## config.mk

```make
export PLATFORM = sky130hd
export DESIGN_NAME = hhp_bucket_mod
export DESIGN_NICKNAME = d
export VERILOG_FILES = /design/src/hdl/histogram_hash_partitioner_defines.svh /design/src/hdl/hhp_pkg.sv /design/src/hdl/hhp_bucket_mod.sv
export SDC_FILE = /design/constraint.sdc
export NUM_CORES = 1
export LEC_CHECK = 0
export ABC_CLOCK_PERIOD_IN_PS = 1300
export BUFFER_PORTS_ARGS = -buffer_cell sky130_fd_sc_hd__buf_2
export CORE_AREA = 3 3 40 42
export CTS_BUF_LIST = sky130_fd_sc_hd__clkbuf_8
export DETAILED_ROUTE_END_ITERATION = 12
export DIE_AREA = 0 0 43 45
export GPL_ROUTABILITY_DRIVEN = 0
export PLACE_DENSITY_LB_ADDON = 0.1
export SYNTH_ARGS = -nofsm -noshare
export SYNTH_HDL_FRONTEND = slang
export SYNTH_SLANG_ARGS = --single-unit
```

## constraint.sdc

```tcl
create_clock -name clk -period 1.3 [get_ports clk]
set_clock_uncertainty 0.1 [all_clocks]
set_input_delay 0.065 -clock clk [delete_from_list [all_inputs] [get_ports clk]]
set_output_delay 0.065 -clock clk [all_outputs]
set_load 0.01 [all_outputs]
```

## src/hdl/histogram_hash_partitioner_defines.svh

```systemverilog
// histogram_hash_partitioner_defines.svh: assertion macros for the partitioner
// no dependencies; included by the top level
`ifndef HISTOGRAM_HASH_PARTITIONER_DEFINES_SVH
`define HISTOGRAM_HASH_PARTITIONER_DEFINES_SVH

// same-cycle implication, disabled during reset
`define HHP_ASSERT_NOW(label, clk, rst, ante, cons, msg) \
  label: assert property (@(posedge clk) disable iff (rst) (ante) |-> (cons)) else $error(msg);

// next-cycle implication, disabled during reset
`define HHP_ASSERT_NEXT(label, clk, rst, ante, cons, msg) \
  label: assert property (@(posedge clk) disable iff (rst) (ante) |=> (cons)) else $error(msg);

`endif

```

## src/hdl/hhp_pkg.sv

```systemverilog
// hhp_pkg: shared types and codes of the hash partitioner
// no dependencies
package hhp_pkg;

  // fixed field widths of the ports
  localparam int KEY_PORT_BITS  = 32;
  localparam int SLOT_PORT_BITS = 10;
  localparam int BKT_PORT_BITS  = 4;

  // command codes
  localparam logic CMD_LOAD  = 1'b0;
  localparam logic CMD_FETCH = 1'b1;

  // result status codes
  localparam logic STATUS_OK    = 1'b0;
  localparam logic STATUS_EMPTY = 1'b1;

  // sequencer states
  typedef enum logic [2:0] {
    ST_IDLE,
    ST_LOAD_MOD,
    ST_LOAD_CNT,
    ST_PREFIX,
    ST_FETCH_KEY,
    ST_FETCH_CNT,
    ST_EMPTY
  } state_t;

endpackage

```

## src/hdl/hhp_bucket_mod.sv

```systemverilog
// hhp_bucket_mod: three-stage pipeline that computes key modulo NUM_BUCKETS
// depends on hhp_pkg
module hhp_bucket_mod #(
  parameter int NUM_BUCKETS = 16
) (
  input  logic                              clk,
  input  logic                              rst,
  input  logic                              start,
  input  logic [hhp_pkg::KEY_PORT_BITS-1:0] key,
  output logic                              done,
  output logic [$clog2(NUM_BUCKETS)-1:0]    bucket
);
  import hhp_pkg::*;

  localparam int BW = $clog2(NUM_BUCKETS);
  localparam int HALF = KEY_PORT_BITS / 2;
  // 2^16 mod N folds the upper half onto the lower half
  localparam logic [7:0] FOLD = 8'((64'd1 << HALF) % NUM_BUCKETS);
  // reciprocal scaled by 2^33, rounded up: exact quotient for 25-bit values
  localparam logic [33:0] RECIP = 34'(((64'd1 << 33) / NUM_BUCKETS) + 64'd1);
  localparam logic [8:0] DIVISOR = 9'(NUM_BUCKETS);

  logic        v1, v2, v3;
  logic [24:0] x1;
  logic [24:0] x2;
  logic [23:0] quo;
  logic [58:0] prod;
  logic [32:0] qn;
  logic [24:0] rem;

  // stage valids
  always_ff @(posedge clk) begin
    if (rst) begin
      v1 <= 1'b0;
      v2 <= 1'b0;
      v3 <= 1'b0;
    end else begin
      v1 <= start;
      v2 <= v1;
      v3 <= v2;
    end
  end

  assign prod = 59'(x1) * 59'(RECIP);
  assign qn   = 33'(quo) * 33'(DIVISOR);
  assign rem  = x2 - qn[24:0];

  // fold, quotient by reciprocal, remainder
  always_ff @(posedge clk) begin
    if (start) begin
      x1 <= 25'(25'(key[KEY_PORT_BITS-1:HALF]) * 25'(FOLD)) + 25'(key[HALF-1:0]);
    end
    if (v1) begin
      quo <= prod[56:33];
      x2  <= x1;
    end
    if (v2) begin
      bucket <= rem[BW-1:0];
    end
  end

  assign done = v3;

endmodule

```

# Word-level counts from Yosys, hierarchy flattened
# Cells that the tools add are included.
dict set report classes {
  add_sub_neg 1
}
# operator count
set ops {}
lappend ops {{subtractor 4 x 1 -> 4 bit, second input constant} 1}
dict set report totals {
  elab_cells 7
  out_inout_bits 5
  in_bits 35
  register_bits 15
}

# Longest topological paths before layout
dict set report depth {
  ltp_word 1
  mapped_depth 1
  mapped_depth_nobuf 1
}

# Worst setup path before layout
# No wires, ideal clock.
dict set report synth_timing {
  path_type {register -> register}
  startpoint {register v2}
  endpoint {register bucket[0], enable pin}
  t_required_ps 890
  slack_ps 526
  setup_ps 310
  synth_period_minus_slack_ps 774
  path_stages_with_launch 1
  arrival_time_ps 364
  path_buffers 0
  path_cell_list {dfxtp_1}
}
# item line
set synth_rtl {}
lappend synth_rtl {{start: declaration} hhp_bucket_mod.sv:23} ;# logic v1, v2, v3;
lappend synth_rtl {{start signal: assignment} hhp_bucket_mod.sv:39} ;# v2 <= v1;
lappend synth_rtl {{end signal: assignment} hhp_bucket_mod.sv:58} ;# bucket <= rem[BW-1:0];
lappend synth_rtl {{end: declaration} hhp_bucket_mod.sv:11} ;# output logic [$clog2(NUM_BUCKETS)-1:0] bucket
# No word-level cell between the ends.

# Final worst setup path
dict set report layout_timing {
  startpoint {register bucket[3]}
  endpoint {output bucket[3]}
}
# No word-level cell between the ends.

==> results.yml <==
drt:
  wl_per_cell_um: 9.63
  antenna_left: 0
  drc: 0
  drt_iter0_drc: 0
  via_per_inst: 4.02
  dr_total_vias: 217
  wl_um: 520
  first_pass_iters: 1
yosys:
  synth_cells: 18
  synth_fp_nets: 53
  synth-async-reset-ratio_pct: 0
  post_synth_and_or_nand_nor_area_fraction_pct: 4.27
  synth.area.mux_share_pct: 0
  yosys.cell_count.top_type: "edfxtp_1"
  syn_area_um2: 439
  avgSynthCellArea_um2: 24.4
  synth-compound-area-share_pct: 0
  synth_top_cell_area_share_pct: 82.1
  synth_top_family_by_area: "simple AND/OR/NAND/NOR gates"
  ys_types: 3
  synthTopCellsByArea: "edfxtp_1, dfxtp_1, nor2b_1"
  synth-adder-area-share_pct: 0
  ys_seq_area_share_pct: 95.7
  synth_area_leader_cell: "edfxtp_1"
  synthXorXnorAreaFrac_pct: 0
  ys_ff_latch: 15
  synth_edf_count: 12
  ys.flop_type: "edfxtp_1"
  ys_warn_count: 0
  synth_common_cells: "edfxtp_1, dfxtp_1, nor2b_1"
power_and_ir_drop:
  cellPowerDensity_nw_per_um2: 1520
  p_leak_nw: 0.240
  vdd_drop_max_mv: 0.912
grt:
  grt_usage_pct: 6.98
  grt_pass1_vias: 224
  grt_pass1_wl_um: 869
  antenna_found_initial: 0
  grt_overflow: 0
  grt_max_degree: 10
timing:
  max_freq_mhz: 1110
  rsz0062_at_grt: "no"
  period_needed_ns: 0.902
  fin_crit_sh_pct: 69.4
  holdWs_ns: 0.317
  finalSetupViolCount: 0
  slew_viol_final: 0
  timing.final.ws_setup_ns: 0.398
  worst_pin_slew_ns: 0.185
  setup_tns_ns: 0
  slew_headroom_pct: 87.7
  hold_viol: 0
worst_setup_path:
  reg2reg_depth: 0
  critical-path-slowest-cell: "edfxtp_1"
  path_max_fanout: 1
  reg2reg_to: "x2[0]$_DFFE_PP_"
  path_cells: "buf_2"
  max_stage_delay_ns: 0.35
  r2r-start: "v1$_SDFF_PP0_"
  cp_num_cells: 1
  path_buf_inv: 1
  crit_path_end: "bucket[3]"
  cp-end-kind: "output pin"
  required_ns: 1.13
  start_kind: "flop"
  crit_type: "flop to output pin"
  cp-startpoint: "bucket[3]$_DFFE_PP_"
  ff2ff_setup_slack_ns: 0.49
  worstPathArrival_ns: 0.74
  crit_family: "flip-flops"
finish:
  final_core_util_pct: 48.2
  diodes: 0
  final_cell_area_um2: 619
  drive_above_1_share_pct: 38.5
  nNetsFinal: 75
  syn_to_final_growth_pct: 41.0
clocking:
  cts_tree: "yes"
  clock-root-buffer: "clkbuf_8"
  ctsLongestPathBuffers: 2
  numCtsBuffers: 3
  path_clk_slew_ns: 0.06
  cts_resized: 0
  clock-sinks: 15
  htreeDepth: 1
  clk_latency_ns: 0.24
die:
  die-area_um2: 1940
  pin_count: 40
  die_h_um: 45
  rows: 13
  start_util_pct: 34.2
  die_w_um: 43
  core_area_um2: 1280
run:
  drv_cap: 0
placement:
  portBuffers: 11
  postPlaceCellArea_um2: 513
  pre_cts_ws_ns: 0.483
status:
  status: "completed"
hold_path:
  hold_class: "flop to flop"
==> registers in the layout (all words and copies together) (netlist names) <==
name,cells
bucket,4
done,1
v1,1
v2,1
x1,4
x2,4
==> worst min-delay path by stage <==
stage	start	endpoint	slack [ns]	cells after the start
after floorplan	rst	done$_SDFF_PP0_	0.04	1
after global placement	key[0]	x1[0]$_DFFE_PP_	0.14	1
after detailed placement	key[3]	x1[3]$_DFFE_PP_	0.14	1
after CTS	x1[0]$_DFFE_PP_	x2[0]$_DFFE_PP_	0.32	0
after global routing	x1[3]$_DFFE_PP_	x2[3]$_DFFE_PP_	0.32	0
final	x1[3]$_DFFE_PP_	x2[3]$_DFFE_PP_	0.32	0
==> cell type report <==
cell class	instances	area [µm²]
Fill cell	112	666
Sequential cell	15	420
Multi-Input combinational cell	3	18.8
Timing Repair Buffer	17	115
Tap cell	15	18.8
Clock buffer	3	41.3
Clock inverter	1	5.00
==> power breakdown <==
group	internal (mW)	total, mW	switching (mW)	leakage, nW
registers	0.548	0.556	0.00836	0.138
logic	0.0211	0.0309	0.00974	0.0764
clock network	0.211	0.357	0.146	0.0255
==> kinds of logic after synthesis <==
kind of cell	after synthesis
and+or+nand+nor	3
DFF	15
==> through the flow <==
stage,total power [mW],std cells
floorplan,0.568,18
global placement,0.581,44
detailed placement,0.583,44
CTS,0.962,54
global route,0.985,54
finish,0.944,54
==> placed cells by master (no fill, tap or decap) <==
cell	n
clkinv_2	1
edfxtp_1	12
nor2b_1	3
dfxtp_1	3
dlygate4sd3_1	6
buf_2	11
clkbuf_8	3
==> per-layer routing <==
| layer | track usage [%] | share of wire [%] |
|---|---|---|
| met5 | 0 | 0 |
| met4 | 9.04 | 4.8 |
| met3 | 3.98 | 12 |
| met2 | 10.8 | 49 |
| met1 | 5.41 | 34 |
==> what timing repair did <==
| action | 4_1_cts | 5_1_grt |
|---|---|---|
| hold buffers | 6 | 0 |
| hold endpoints to repair | 11 | 0 |
| setup buffers | 0 | 0 |
| endpoints found under the setup margin | 0 | 0 |
Note: power is estimated with default switching activity, not from simulation.
